## src/hsfp_pkg.sv

```systemverilog
package hsfp_pkg;

    // Widths of the byte path and of the configuration port.
    localparam int unsigned BYTE_W      = 8;
    localparam int unsigned LIMIT_W     = 9;
    localparam int unsigned CFG_IDX_W   = 2;
    localparam int unsigned CFG_DATA_W  = 9;
    localparam int unsigned PHASE_W     = 3;

    // Register indexes on the configuration port.
    localparam logic [CFG_IDX_W-1:0] CFG_HDR_ONE  = 2'd0;
    localparam logic [CFG_IDX_W-1:0] CFG_HDR_TWO  = 2'd1;
    localparam logic [CFG_IDX_W-1:0] CFG_ID_LIMIT = 2'd2;

    // Reset values of the configuration registers.
    localparam logic [BYTE_W-1:0]  HDR_ONE_RST  = 8'h55;
    localparam logic [BYTE_W-1:0]  HDR_TWO_RST  = 8'hAA;
    localparam logic [LIMIT_W-1:0] ID_LIMIT_RST = 9'd256;

    // Parser phases.
    localparam logic [PHASE_W-1:0] PH_HUNT1 = 3'd0;
    localparam logic [PHASE_W-1:0] PH_HUNT2 = 3'd1;
    localparam logic [PHASE_W-1:0] PH_ID    = 3'd2;
    localparam logic [PHASE_W-1:0] PH_LEN   = 3'd3;
    localparam logic [PHASE_W-1:0] PH_DATA  = 3'd4;
    localparam logic [PHASE_W-1:0] PH_CHECK = 3'd5;

    // Live configuration handed to the parser.
    typedef struct packed {
        logic [BYTE_W-1:0]  hdr_one;
        logic [BYTE_W-1:0]  hdr_two;
        logic [LIMIT_W-1:0] id_limit;
    } t_cfg;

    // One result beat.
    typedef struct packed {
        logic              frame_good;
        logic              frame_bad;
        logic [BYTE_W-1:0] frame_id;
        logic [BYTE_W-1:0] frame_length;
        logic              payload_valid;
        logic [BYTE_W-1:0] payload_byte;
        logic [BYTE_W-1:0] payload_index;
    } t_result;

endpackage

```

## src/hsfp_in_if.sv

```systemverilog
interface hsfp_in_if;
    logic       valid;
    logic       ready;
    logic [7:0] rx_byte;

    modport source (output valid, output rx_byte, input ready);
    modport sink   (input valid, input rx_byte, output ready);
endinterface

```

## src/hsfp_out_if.sv

```systemverilog
interface hsfp_out_if;
    logic       valid;
    logic       ready;
    logic       frame_good;
    logic       frame_bad;
    logic [7:0] frame_id;
    logic [7:0] frame_length;
    logic       payload_valid;
    logic [7:0] payload_byte;
    logic [7:0] payload_index;

    modport source (output valid, output frame_good, output frame_bad, output frame_id,
                    output frame_length, output payload_valid, output payload_byte,
                    output payload_index, input ready);
    modport sink   (input valid, input frame_good, input frame_bad, input frame_id,
                    input frame_length, input payload_valid, input payload_byte,
                    input payload_index, output ready);
endinterface

```

## src/header_sum_frame_parser_unit.sv

```systemverilog
// Header-and-sum frame parser. Each input beat carries one received byte, and each
// accepted byte gives exactly one result beat, which is registered before it is offered.
// The parser hunts for two sync bytes, an id below the limit, a length byte, that many
// payload bytes streamed out with their index, and a check byte flagged good or bad
// against the 8-bit sum of all earlier frame bytes. One byte can be taken every cycle
// while the output keeps up: the phase update and 8-bit add sit between the input and a
// two-slot output register, whose spare slot keeps the input ready registered. Input is
// held off only while both slots are full. The user must write configuration only while the
// block is idle (the block does not enforce this); registers 0 and 1 are the sync bytes, 2 the 9-bit id limit.
module header_sum_frame_parser_unit (
    input  logic                              i_clk,
    input  logic                              i_rst_n,
    hsfp_in_if.sink                           in_ch,
    hsfp_out_if.source                        out_ch,
    input  logic                              i_cfg_we,
    input  logic [hsfp_pkg::CFG_IDX_W-1:0]    i_cfg_index,
    input  logic [hsfp_pkg::CFG_DATA_W-1:0]   i_cfg_data
);
    import hsfp_pkg::*;

    t_cfg    r_cfg;
    t_result parse_result;
    t_result out_result;
    logic    push;
    logic    in_ready;

    // Configuration registers.
    always_ff @(posedge i_clk) begin
        if (!i_rst_n) begin
            r_cfg.hdr_one  <= HDR_ONE_RST;
            r_cfg.hdr_two  <= HDR_TWO_RST;
            r_cfg.id_limit <= ID_LIMIT_RST;
        end else if (i_cfg_we) begin
            case (i_cfg_index)
                CFG_HDR_ONE:  r_cfg.hdr_one  <= i_cfg_data[BYTE_W-1:0];
                CFG_HDR_TWO:  r_cfg.hdr_two  <= i_cfg_data[BYTE_W-1:0];
                CFG_ID_LIMIT: r_cfg.id_limit <= i_cfg_data[LIMIT_W-1:0];
                default: begin
                end
            endcase
        end
    end

    assign in_ch.ready = in_ready;
    assign push        = in_ch.valid && in_ready;

    hsfp_parse u_parse (
        .i_clk    (i_clk),
        .i_rst_n  (i_rst_n),
        .i_accept (push),
        .i_byte   (in_ch.rx_byte),
        .i_cfg    (r_cfg),
        .o_result (parse_result)
    );

    hsfp_skid u_skid (
        .i_clk    (i_clk),
        .i_rst_n  (i_rst_n),
        .i_push   (push),
        .i_result (parse_result),
        .o_ready  (in_ready),
        .o_valid  (out_ch.valid),
        .i_ready  (out_ch.ready),
        .o_result (out_result)
    );

    // Result beat onto the output channel.
    assign out_ch.frame_good    = out_result.frame_good;
    assign out_ch.frame_bad     = out_result.frame_bad;
    assign out_ch.frame_id      = out_result.frame_id;
    assign out_ch.frame_length  = out_result.frame_length;
    assign out_ch.payload_valid = out_result.payload_valid;
    assign out_ch.payload_byte  = out_result.payload_byte;
    assign out_ch.payload_index = out_result.payload_index;

endmodule

```

## src/hsfp_parse.sv

```systemverilog
module hsfp_parse (
    input  logic                               i_clk,
    input  logic                               i_rst_n,
    input  logic                               i_accept,
    input  logic [hsfp_pkg::BYTE_W-1:0]        i_byte,
    input  hsfp_pkg::t_cfg                     i_cfg,
    output hsfp_pkg::t_result                  o_result
);
    import hsfp_pkg::*;

    logic [PHASE_W-1:0] r_phase, n_phase;
    logic [BYTE_W-1:0]  r_sum, n_sum;
    logic [BYTE_W-1:0]  r_seen, n_seen;
    logic [BYTE_W-1:0]  r_id, n_id;
    logic [BYTE_W-1:0]  r_len, n_len;
    logic [BYTE_W-1:0]  sum_add;
    logic [BYTE_W-1:0]  seen_inc;

    assign sum_add  = r_sum + i_byte;
    assign seen_inc = r_seen + 8'd1;

    // Next state and the result of the byte on the input.
    always_comb begin
        n_phase  = r_phase;
        n_sum    = r_sum;
        n_seen   = r_seen;
        n_id     = r_id;
        n_len    = r_len;
        o_result = '0;
        case (r_phase)
            PH_HUNT1: begin
                if (i_byte == i_cfg.hdr_one) begin
                    n_sum   = i_byte;
                    n_seen  = '0;
                    n_id    = '0;
                    n_len   = '0;
                    n_phase = PH_HUNT2;
                end
            end
            PH_HUNT2: begin
                if (i_byte == i_cfg.hdr_two) begin
                    n_sum   = sum_add;
                    n_phase = PH_ID;
                end else begin
                    n_phase = PH_HUNT1;
                end
            end
            PH_ID: begin
                if ({1'b0, i_byte} < i_cfg.id_limit) begin
                    n_id    = i_byte;
                    n_sum   = sum_add;
                    n_phase = PH_LEN;
                end else begin
                    n_phase = PH_HUNT1;
                end
            end
            PH_LEN: begin
                n_len   = i_byte;
                n_sum   = sum_add;
                n_phase = (i_byte == '0) ? PH_CHECK : PH_DATA;
            end
            PH_DATA: begin
                o_result.payload_valid = 1'b1;
                o_result.payload_byte  = i_byte;
                o_result.payload_index = r_seen;
                n_seen = seen_inc;
                n_sum  = sum_add;
                if (seen_inc >= r_len) begin
                    n_phase = PH_CHECK;
                end
            end
            PH_CHECK: begin
                o_result.frame_good = (r_sum == i_byte);
                o_result.frame_bad  = (r_sum != i_byte);
                n_phase = PH_HUNT1;
            end
            default: begin
                n_phase = PH_HUNT1;
            end
        endcase
        o_result.frame_id     = n_id;
        o_result.frame_length = n_len;
    end

    // Parser state advances once per accepted beat.
    always_ff @(posedge i_clk) begin
        if (!i_rst_n) begin
            r_phase <= PH_HUNT1;
            r_sum   <= '0;
            r_seen  <= '0;
            r_id    <= '0;
            r_len   <= '0;
        end else if (i_accept) begin
            r_phase <= n_phase;
            r_sum   <= n_sum;
            r_seen  <= n_seen;
            r_id    <= n_id;
            r_len   <= n_len;
        end
    end

endmodule

```

## src/hsfp_skid.sv

```systemverilog
module hsfp_skid (
    input  logic              i_clk,
    input  logic              i_rst_n,
    input  logic              i_push,
    input  hsfp_pkg::t_result i_result,
    output logic              o_ready,
    output logic              o_valid,
    input  logic              i_ready,
    output hsfp_pkg::t_result o_result
);
    import hsfp_pkg::*;

    logic    r_main_valid;
    logic    r_skid_valid;
    t_result r_main;
    t_result r_skid;
    logic    pop;

    // The second slot catches a beat when the output stalls, so ready is registered.
    assign o_ready  = !r_skid_valid;
    assign o_valid  = r_main_valid;
    assign o_result = r_main;
    assign pop      = r_main_valid && i_ready;

    // Occupancy of the two slots.
    always_ff @(posedge i_clk) begin
        if (!i_rst_n) begin
            r_main_valid <= 1'b0;
            r_skid_valid <= 1'b0;
        end else if (r_skid_valid) begin
            if (pop) begin
                r_skid_valid <= 1'b0;
            end
        end else if (i_push) begin
            if (r_main_valid && !pop) begin
                r_skid_valid <= 1'b1;
            end else begin
                r_main_valid <= 1'b1;
            end
        end else if (pop) begin
            r_main_valid <= 1'b0;
        end
    end

    // Payload of the two slots.
    always_ff @(posedge i_clk) begin
        if (r_skid_valid) begin
            if (pop) begin
                r_main <= r_skid;
            end
        end else if (i_push) begin
            if (r_main_valid && !pop) begin
                r_skid <= i_result;
            end else begin
                r_main <= i_result;
            end
        end
    end

endmodule

```

## src/flat_wrapper.sv

```systemverilog
// flat-port wrapper written by rule: the top's interface ports become plain ports
module header_sum_frame_parser_unit_flat import hsfp_pkg::*;
  (i_clk, i_rst_n, i_cfg_we, i_cfg_index, i_cfg_data, in_ch_valid, in_ch_rx_byte, in_ch_ready, out_ch_valid, out_ch_frame_good, out_ch_frame_bad, out_ch_frame_id, out_ch_frame_length, out_ch_payload_valid, out_ch_payload_byte, out_ch_payload_index, out_ch_ready);
  hsfp_in_if in_ch_i ();
  hsfp_out_if out_ch_i ();
  input  logic i_clk;
  input  logic i_rst_n;
  input  logic i_cfg_we;
  input  logic [hsfp_pkg::CFG_IDX_W-1:0] i_cfg_index;
  input  logic [hsfp_pkg::CFG_DATA_W-1:0] i_cfg_data;
  input wire logic [$bits(in_ch_i.valid)-1:0] in_ch_valid;
  input wire logic [$bits(in_ch_i.rx_byte)-1:0] in_ch_rx_byte;
  output wire logic [$bits(in_ch_i.ready)-1:0] in_ch_ready;
  output wire logic [$bits(out_ch_i.valid)-1:0] out_ch_valid;
  output wire logic [$bits(out_ch_i.frame_good)-1:0] out_ch_frame_good;
  output wire logic [$bits(out_ch_i.frame_bad)-1:0] out_ch_frame_bad;
  output wire logic [$bits(out_ch_i.frame_id)-1:0] out_ch_frame_id;
  output wire logic [$bits(out_ch_i.frame_length)-1:0] out_ch_frame_length;
  output wire logic [$bits(out_ch_i.payload_valid)-1:0] out_ch_payload_valid;
  output wire logic [$bits(out_ch_i.payload_byte)-1:0] out_ch_payload_byte;
  output wire logic [$bits(out_ch_i.payload_index)-1:0] out_ch_payload_index;
  input wire logic [$bits(out_ch_i.ready)-1:0] out_ch_ready;
  assign in_ch_i.valid = in_ch_valid;
  assign in_ch_i.rx_byte = in_ch_rx_byte;
  assign in_ch_ready = in_ch_i.ready;
  assign out_ch_valid = out_ch_i.valid;
  assign out_ch_frame_good = out_ch_i.frame_good;
  assign out_ch_frame_bad = out_ch_i.frame_bad;
  assign out_ch_frame_id = out_ch_i.frame_id;
  assign out_ch_frame_length = out_ch_i.frame_length;
  assign out_ch_payload_valid = out_ch_i.payload_valid;
  assign out_ch_payload_byte = out_ch_i.payload_byte;
  assign out_ch_payload_index = out_ch_i.payload_index;
  assign out_ch_i.ready = out_ch_ready;
  header_sum_frame_parser_unit u_core (.i_clk(i_clk), .i_rst_n(i_rst_n), .in_ch(in_ch_i), .out_ch(out_ch_i), .i_cfg_we(i_cfg_we), .i_cfg_index(i_cfg_index), .i_cfg_data(i_cfg_data));
endmodule
```

## config.mk

```make
export PLATFORM = sky130hd
export DESIGN_NAME = header_sum_frame_parser_unit_flat
export DESIGN_NICKNAME = d
export VERILOG_FILES = /design/src/hsfp_pkg.sv /design/src/hsfp_in_if.sv /design/src/hsfp_out_if.sv /design/src/header_sum_frame_parser_unit.sv /design/src/hsfp_parse.sv /design/src/hsfp_skid.sv /design/src/flat_wrapper.sv
export SDC_FILE = /design/constraint.sdc
export NUM_CORES = 1
export LEC_CHECK = 0
export ABC_AREA = 1
export BUFFER_PORTS_ARGS = -buffer_cell sky130_fd_sc_hd__buf_2
export CORE_ASPECT_RATIO = 2
export CORE_UTILIZATION = 40
export DETAILED_ROUTE_END_ITERATION = 10
export GPL_TIMING_DRIVEN = 0
export PLACE_DENSITY = 0.67
export SLEW_MARGIN = 0
export SYNTH_ARGS = -nofsm -noshare
export SYNTH_HDL_FRONTEND = slang
export SYNTH_SLANG_ARGS = --single-unit
export TNS_END_PERCENT = 30
```

## constraint.sdc

```tcl
create_clock -name i_clk -period 5.8 [get_ports i_clk]
set_clock_uncertainty 0.2 [all_clocks]
set_input_delay 0.29 -clock i_clk [delete_from_list [all_inputs] [get_ports i_clk]]
set_output_delay 0.29 -clock i_clk [all_outputs]
set_load 0.02 [all_outputs]
```

Word level (Yosys, flattened, before mapping)
Index checks and enable logic that the tools add are counted.

storage, ports and cells
  bits in registers = 132
  latch bits = 0
  memory bits (writable) = 0
  ROM bits = 0
  bits of input ports = 24
  word-level logic and storage cells = 99
  memories = 0

cells by class
  add/subtract/negate cells = 2
  $mul = 0
  divide/modulo/power cells = 0
  order comparisons = 2
  equality and inequality tests = 18
  shift-type cells = 0
  muxes and demuxes = 30
  bitwise gates (word level) = 1
  reduce and logical (&&, ||, !) cells = 22

operator list
  operator             count
  $mux 35              4
  $mux 8               7
  $pmux 8 s2           3
  $pmux 8 s4           1
  $eq 8x8->1           3
  $mux 17              1
  $pmux 3 s5           1
  $reduce_and 3->1     5
  $ne 2x2->1 const B   6
  $lt 8x9->1           1
  $add 8x1->8 const B  1
  $add 8x8->8          1
  $ge 8x8->1           1
  $logic_not 8->1      1
  $mux 1               8
  $ne 8x8->1           1
  $eq 3x2->1 const B   2
  $eq 3x3->1 const B   2
  $mux 2               3
  $mux 3               2
  $reduce_and 2->1     3
  $reduce_bool 2->1    3
  $reduce_and 5->1     1
  $reduce_bool 4->1    1
  other kinds (10)     13

Longest topological paths before layout
Gate-level depths: netlist (run 1).

  depth after elaboration = 6
  mapped depth = 17
  depth with buffers taken out = 17

Modules after synthesis
Synthesis (run 1) repeated with hierarchy kept, for this count alone.

unflattened totals
  cell total of the unflattened synthesis = 881
  area, all modules = 6,999.2 um^2

modules (own cells, without submodules)
  module                        times used  cells each  area an instance (um^2)
  hsfp_parse                    1           530         3,266.9
  hsfp_skid                     1           203         2,670.1
  header_sum_frame_parser_unit  1           148         1,062.3

Worst setup path before layout (run 1)
Ideal clock, no wire load.

  path kind = reg-to-reg
  from = register u_core.u_skid.r_skid_valid
  to = register u_core.u_skid.r_main (netlist bit u_core.u_skid.o_result[0]) (enable)
  setup time = 427 ps
  arrival = 2,414 ps
  data required time = 5,173 ps
  path slack = 2,759 ps
  stages on the path, launching flop included = 7
  clock period less this slack = 3,041 ps
  cell sequence = dfxtp_1 inv_2 nand2_1 inv_1 buf_2 a21oi_1 nor2_1

between the ends
  word-level cells in the longest chain between the ends = 4

ends and longest elaborated chain
  item                            RTL line                            source
  from (decl)                     hsfp_skid.sv:14                     logic r_skid_valid;
  from (signal assigned)          hsfp_skid.sv:29                     r_skid_valid <= 1'b0;
  from (signal assigned)          hsfp_skid.sv:32                     r_skid_valid <= 1'b0;
  from (signal assigned)          hsfp_skid.sv:36                     r_skid_valid <= 1'b1;
  $logic_not 1->1                 hsfp_skid.sv:20                     assign o_ready = !r_skid_valid;
  $logic_and 1x1->1               header_sum_frame_parser_unit.sv:45  assign push = in_ch.valid && in_ready;
  $reduce_bool 2->1 (no line)     --
  $reduce_and 3->1 (no line) (*)  --
  to (signal assigned)            hsfp_skid.sv:49                     r_main <= r_skid;
  to (signal assigned)            hsfp_skid.sv:55                     r_main <= i_result;
  to (decl)                       hsfp_skid.sv:15                     t_result r_main;

Every way passes the cells marked *; elsewhere a longest branch is shown, timed or not.
A chain may end at the register's enable or synchronous reset.

Worst setup path in the final report (run 1)
  from = register u_core.u_skid.r_skid_valid
  to = register u_core.u_skid.r_skid[18] (netlist name) (enable)

between the ends
  word-level cells in the longest chain between the ends = 3

ends and longest elaborated chain
  item                            RTL line                            source
  $logic_not 1->1                 hsfp_skid.sv:20
  $logic_and 1x1->1               header_sum_frame_parser_unit.sv:45
  $reduce_and 3->1 (no line) (*)  --
  to (signal assigned)            hsfp_skid.sv:53                     r_skid <= i_result;
  to (decl)                       hsfp_skid.sv:16                     t_result r_skid;

Marks and branches as above.

==> results.py, run 1 <==
metrics = {
    "run_status": {
        "status": "finished with violations",
        "violations": "design-rule violations",
    },
    "worst_setup_path": {
        "end_kind": "register",
        "slowest_stage": "clkinv_1",
        "cp.required_ns": 5.77,
        "crit_fanout": 18,
        "arrival_ns": 2.82,
        "crit_family": "buffers and inverters",
        "r2r_cells": 8,
        "crit_chain": "inv_2 > nand2_1 > inv_1 > buf_2 > buf_2 > nand2_1 > clkinv_1 > buf_16",
        "cp.depth": 8,
        "crit_buf_inv": 6,
        "critPathLaunchType": "register",
        "slowest_delay_ns": 0.57,
        "crit_type": "register to register",
    },
    "sta": {
        "rsz0062_at_grt": "false",
        "final_hold_viol_count": 0,
        "max_slew_margin_pct": 37.2,
        "layout_min_cycle_time_ns": 2.84,
        "max_freq_mhz": 352,
        "tightest_slew_ns": 0.940,
        "drv_slew": 0,
        "tns_ns": 0,
        "setup_viol": 0,
        "period_share_pct": 49.0,
    },
    "power": {
        "switchingPower_mw": 0.666,
        "pwr-share-seq_pct": 41.7,
        "vdd_drop_max_mv": 0.221,
        "power_density_nw_per_um2": 323,
        "combinationalPowerShare_pct": 13.2,
        "pwr-share-clk_pct": 45.2,
        "swShare_pct": 26.0,
        "p_leak_nw": 3.69,
        "p_int_mw": 1.90,
    },
    "yosys": {
        "async_flop_share_pct": 0,
        "synth_edf_count": 70,
        "synth.ff_latch_count": 132,
        "synth_area_um2": 6580,
        "synth_top_flop_cell": "edfxtp_1",
        "syn-num-nets": 882,
        "ys_warn_count": 0,
        "avgSynthCellArea_um2": 7.89,
        "synthDistinctLibCells": 35,
        "ys_seq_area_share_pct": 50.8,
        "synthCells": 834,
    },
    "finish": {
        "final_nets": 972,
        "drive_above_1_share_pct": 13.2,
        "mostFrequentLayoutCells": "nand2_1, inv_1, nor2_1, edfxtp_1, buf_2",
        "fill_cells": 1651,
        "area_delta_synth_final_pct": 20.5,
        "antenna_cells": 0,
        "final_cell_count_no_fill": 1141,
        "final_common_cell": "nand2_1",
    },
    "flow_run": {
        "drv_cap": 0,
    },
    "floorplanning": {
        "core_um2": 16200,
        "die_w_um": 92.7,
        "dieArea_um2": 17000,
        "die_h_um": 183,
        "initial_core_util_pct": 40.7,
        "io-pin-count": 61,
        "rows": 66,
    },
    "clocking": {
        "clk_path_buf_depth": 2,
        "cts_setup_buffers": 0,
        "ctsHoldBuffers": 10,
        "cts_tree": "built",
        "root_buffer": "clkbuf_16",
        "clock_latency_ns": 0.43,
        "cts_resized": 0,
        "htree_levels": 4,
        "cts_buffers": 17,
        "clock_sinks": 132,
        "path_clk_slew_ns": 0.06,
    },
    "drt": {
        "via_per_inst": 4.98,
        "routedWlPerCell_um": 14.6,
        "drt-total-wl_um": 16700,
        "ant_nets": 0,
        "first_iter_violations": 306,
        "via_count": 5679,
        "drc": 1,
        "firstDrtPassIters": 8,
    },
    "place": {
        "gp_congestion": 0.989,
        "dpl.hpwl_um": 12600,
        "dp.cells": 1098,
        "portBuffers": 60,
    },
    "grt": {
        "grt_pass1_vias": 5658,
        "grt_pass1_wl_um": 27000,
        "track_usage_pct": 21.0,
        "antenna_found_initial": 0,
        "grt_overflow": 0,
        "grt_max_degree": 36,
    },
    "worst_hold_path": {
        "hp-class": "input pin to register",
        "hold_path_depth": 3,
    },
}
## layer usage
layer	track usage (%)	up-vias	share of wire, %
met5	0	-	0
met4	12.2	0	3.9
met3	3.47	44	3.6
met2	41.2	139	57
met1	19.8	2614	35
li1	-	2882	-
## power by group through the flow
stage / sequential (mW) / combinational, mW / clock, mW
after floorplan: 1.11 / 0.200 / 0
after global placement: 1.09 / 0.325 / 0
after detailed placement: 1.09 / 0.332 / 0
after CTS: 1.07 / 0.338 / 1.17
after global routing: 1.07 / 0.379 / 1.21
final: 1.07 / 0.337 / 1.16
## logic make-up after synthesis
group / synth area share [%]
adder cells (fa/ha/maj): 4.68
XOR/XNOR: 1.46
buffers and inverters: 7.98
AND/OR/NAND/NOR: 25.6
flip-flops: 50.8
AO/OA/AOI/OAI: 9.48
## layout make-up
| type | count | area (um^2) | area share [%] |
|---|---|---|---|
| clock inverter | 7 | 75.1 | 0.947 |
| buffer | 24 | 97.6 | 1.23 |
| tap | 204 | 255 | 3.22 |
| timing repair buffer | 71 | 428 | 5.40 |
| multi-input combinational | 564 | 2720 | 34.3 |
| sequential | 132 | 3340 | 42.2 |
| clock buffer | 25 | 582 | 7.34 |
| inverter | 114 | 428 | 5.40 |
## cells in the mapped netlist, types with 2 or more instances
master / instances / area, um^2
xor2_1: 4 / 35.0
buf_2: 6 / 30.0
a21oi_1: 61 / 305
nand2_2: 4 / 25.0
o211ai_1: 6 / 45.0
inv_1: 100 / 375
clkbuf_1: 15 / 56.3
nand2_1: 264 / 991
o21ai_0: 36 / 180
nand3_1: 38 / 190
inv_2: 12 / 45.0
clkinv_1: 2 / 7.51
xnor2_1: 7 / 61.3
nand4_1: 11 / 68.8
nor3_1: 8 / 40.0
nor2_1: 78 / 293
o22ai_1: 2 / 12.5
edfxtp_1: 70 / 2100
buf_1: 3 / 11.3
a211oi_1: 6 / 45.0
nor2_2: 4 / 25.0
ha_1: 23 / 288
dfxtp_1: 62 / 1240
## final timing paths
path | slack [ns] | end | start
worst max-delay path | 2.96 | u_core.u_skid.r_skid[18] | u_core.u_skid.r_skid_valid
worst min-delay path | 0.07 | u_core.r_cfg[8] | i_cfg_index[0]
worst max register to register | 2.96 | u_core.u_skid.r_skid[18] | u_core.u_skid.r_skid_valid
worst min register to register | 0.26 | u_core.r_cfg[4] | u_core.r_cfg[4]
## worst min-delay path: stages
cell and delay [ns]:
buf_2 0.10, nor3_1 0.10, o211ai_1 0.16
## flip-flops by register name, indices dropped and copies added, names as in the netlist, 3 cells and up
register and cells:
u_core.u_skid.o_result 35, u_core.u_skid.r_skid 35, u_core.r_cfg 25, u_core.u_parse.r_id 8, u_core.u_parse.r_len 8, u_core.u_parse.r_seen 8
u_core.u_parse.r_sum 8, u_core.u_parse.r_phase 3
## stage by stage
stage | util, % | setup slack (ns) | area, um^2 | hold WS, ns | power, mW
5_1_grt | 49.0 | 2.79 | 7930 | 0.119 | 2.66
3_5_place_dp | 44.2 | 2.66 | 7150 | 0.255 | 1.42
6_report | 49.0 | 2.96 | 7930 | 0.0684 | 2.56
4_1_cts | 48.8 | 2.65 | 7900 | 0.0652 | 2.58
3_3_place_gp | 44.1 | 1.86 | 7140 | 0.245 | 1.41
2_1_floorplan | - | 2.76 | 6580 | 0.203 | 1.31
Note: power is estimated with default switching activity, not from simulation.
==> run 2, diff against run 1 <==
ABC_AREA = 0   (was 1)
PLACE_DENSITY = 0.68   (was 0.67)
clock period = 2.83 ns   (was 5.8 ns; I/O delays follow)
==> results.py, run 2 <==
metrics = {
    "drt": {
        "ant_nets": 0,
        "via_count": 4727,
        "via_per_inst": 5.43,
        "first_iter_violations": 251,
        "drc": 0,
        "drt-total-wl_um": 14900,
        "firstDrtPassIters": 5,
        "routedWlPerCell_um": 17.1,
    },
    "yosys": {
        "yosysMostFrequentCell": "edfxtp_1",
        "avgSynthCellArea_um2": 11.2,
        "syn-num-nets": 608,
        "synthDistinctLibCells": 56,
        "ys_warn_count": 0,
        "async_flop_share_pct": 0,
        "synth_top_flop_cell": "edfxtp_1",
        "ys_seq_area_share_pct": 53.4,
        "synth_area_um2": 6260,
        "synthTopCellsByCount": "edfxtp_1, dfxtp_1, nor2_1",
        "ys_top_cells_by_area": "edfxtp_1, dfxtp_1, mux2_2, ha_1, mux2i_1",
        "synth_top_area_share_pct": 33.6,
        "synth_top_area_cell": "edfxtp_1",
        "synthCells": 560,
        "synth_edf_count": 70,
        "synth.ff_latch_count": 132,
    },
    "worst_hold_path": {
        "hold_path_depth": 4,
        "min-delay-start": "in_ch_valid",
        "hp-class": "input pin to register",
    },
    "grt": {
        "grt_max_degree": 36,
        "antenna_found_initial": 0,
        "grt_pass1_wl_um": 23700,
        "grt_overflow": 0,
        "grt_pass1_vias": 4861,
        "track_usage_pct": 19.3,
    },
    "place": {
        "gp_congestion": 0.932,
        "dpl.hpwl_um": 10800,
        "portBuffers": 59,
    },
    "power": {
        "vdd_drop_max_mv": 0.624,
        "power_density_nw_per_um2": 606,
        "p_leak_nw": 3.22,
        "power_mw": 4.62,
    },
    "floorplanning": {
        "die_h_um": 179,
        "initial_core_util_pct": 40.9,
        "io-pin-count": 61,
        "rows": 64,
        "core_um2": 15300,
        "dieArea_um2": 16200,
        "die_w_um": 90.4,
    },
    "worst_setup_path": {
        "crit_fanout": 6,
        "critPathLaunchType": "register",
        "r2r_cells": 10,
        "slowest_stage": "dfxtp_2",
        "slowest_delay_ns": 0.40,
        "timing.rr.start": "u_core.u_parse.r_seen[0]",
        "crit_buf_inv": 0,
        "crit_chain": "ha_2 > nand3_2 > nor2_2 > xor2_2 > ha_1 > a21o_1 > a211o_1 > a41oi_2 > or3_1 > a21oi_1",
        "end_kind": "register",
        "cp.depth": 10,
        "arrival_ns": 2.80,
        "crit_type": "register to register",
        "cp.required_ns": 2.90,
        "crit_family": "compound AO/OA/AOI/OAI gates",
        "cp-startpoint": "u_core.u_parse.r_seen[0]",
    },
    "finish": {
        "area_delta_synth_final_pct": 21.9,
        "antenna_cells": 0,
        "mostFrequentLayoutCells": "buf_2, edfxtp_1, dfxtp_1, nor2_1, nand2_1",
        "drive_above_1_share_pct": 23.6,
        "final_nets": 708,
    },
    "clocking": {
        "htree_levels": 4,
        "root_buffer": "clkbuf_16",
        "cts_buffers": 17,
        "clock_sinks": 132,
        "clk_path_buf_depth": 2,
        "cts_tree": "built",
        "path_clk_slew_ns": 0.06,
        "clock_latency_ns": 0.42,
    },
    "sta": {
        "max_freq_mhz": 367,
        "rsz0062_at_grt": "true",
        "final_hold_viol_count": 0,
        "whs_ns": 0.104,
        "max_slew_margin_pct": 46.1,
        "tightest_slew_ns": 0.809,
        "period_share_pct": 96.3,
        "drv_slew": 0,
        "setup_viol": 0,
        "layout_min_cycle_time_ns": 2.73,
    },
    "run_status": {
        "status": "finished, final reports clean",
    },
    "flow_run": {
        "drv_cap": 0,
    },
}
[run 2: cell type report]
cell class	instances	area [um^2]
fill	1336	7670
sequential	132	3340
multi-input combinational	367	2710
timing repair buffer	81	505
clock buffer	18	429
tap	198	248
buffer	37	168
clock inverter	14	129
inverter	24	90.1
[run 2: logic make-up after synthesis]
group,after synthesis,synth area share [%]
AOI/OAI and AO/OA,100,11.8
xor gates and xnor gates,26,3.64
adders and majority gates,24,4.92
buffers and inverters,61,4.12
DFF,132,53.4
muxes,61,10.4
and+or+nand+nor,156,11.7
[run 2: repair_timing]
item                                   in CTS  in global routing
pin swaps                                   0                  2
setup buffers                               7                  1
resized for setup                           2                  6
endpoints found under the hold margin      31                  0
setup endpoints to repair                   1                  3
hold buffers                               13                  0
[run 2: report_power, final]
part	total (mW)	switching (mW)	internal, mW
logic	0.423	0.263	0.161
clock network	2.07	0.859	1.22
registers	2.12	0.0272	2.10
total	4.62	1.15	3.47
[run 2: stage by stage]
step	utilization [%]	cells	setup TNS, ns	area, um^2	setup WS [ns]
after floorplan	-	560	0	6260	0.397
after global placement	44.5	817	-12.83	6800	-0.259
after detailed placement	44.7	818	-0.142	6830	-0.142
after CTS	49.6	870	0	7580	0.0135
after global routing	49.9	871	-0.0342	7630	-0.0342
final	49.9	871	0	7630	0.104
[run 2: worst register-to-register path: stages, from the launching register on]
cell and delay [ns]:
dfxtp_2 0.40, ha_2 0.25, nand3_2 0.14, nor2_2 0.18, xor2_2 0.20, ha_1 0.29, a21o_1 0.18, a211o_1 0.30
a41oi_2 0.20, or3_1 0.17, a21oi_1 0.07
[run 2: metal layers]
layer / GRT usage [%] / share of wire, % / wire length [um] / up-vias
met1: 18.5 / 36 / 5310 / 2250
met4: 12.1 / 4.7 / 706 / 0
met3: 4.62 / 4.7 / 696 / 52
met2: 36.6 / 55 / 8160 / 188
met5: 0 / 0 / 0 / -
li1: - / - / - / 2237
[run 2: worst paths after layout]
check | to | slack [ns]
hold reg to reg | u_core.u_parse.r_seen[1] | 0.29
setup reg to reg | u_core.u_parse.r_phase[0] | 0.10
hold / removal | u_core.u_parse.r_len[3] | 0.10
setup / recovery | u_core.u_parse.r_phase[0] | 0.10
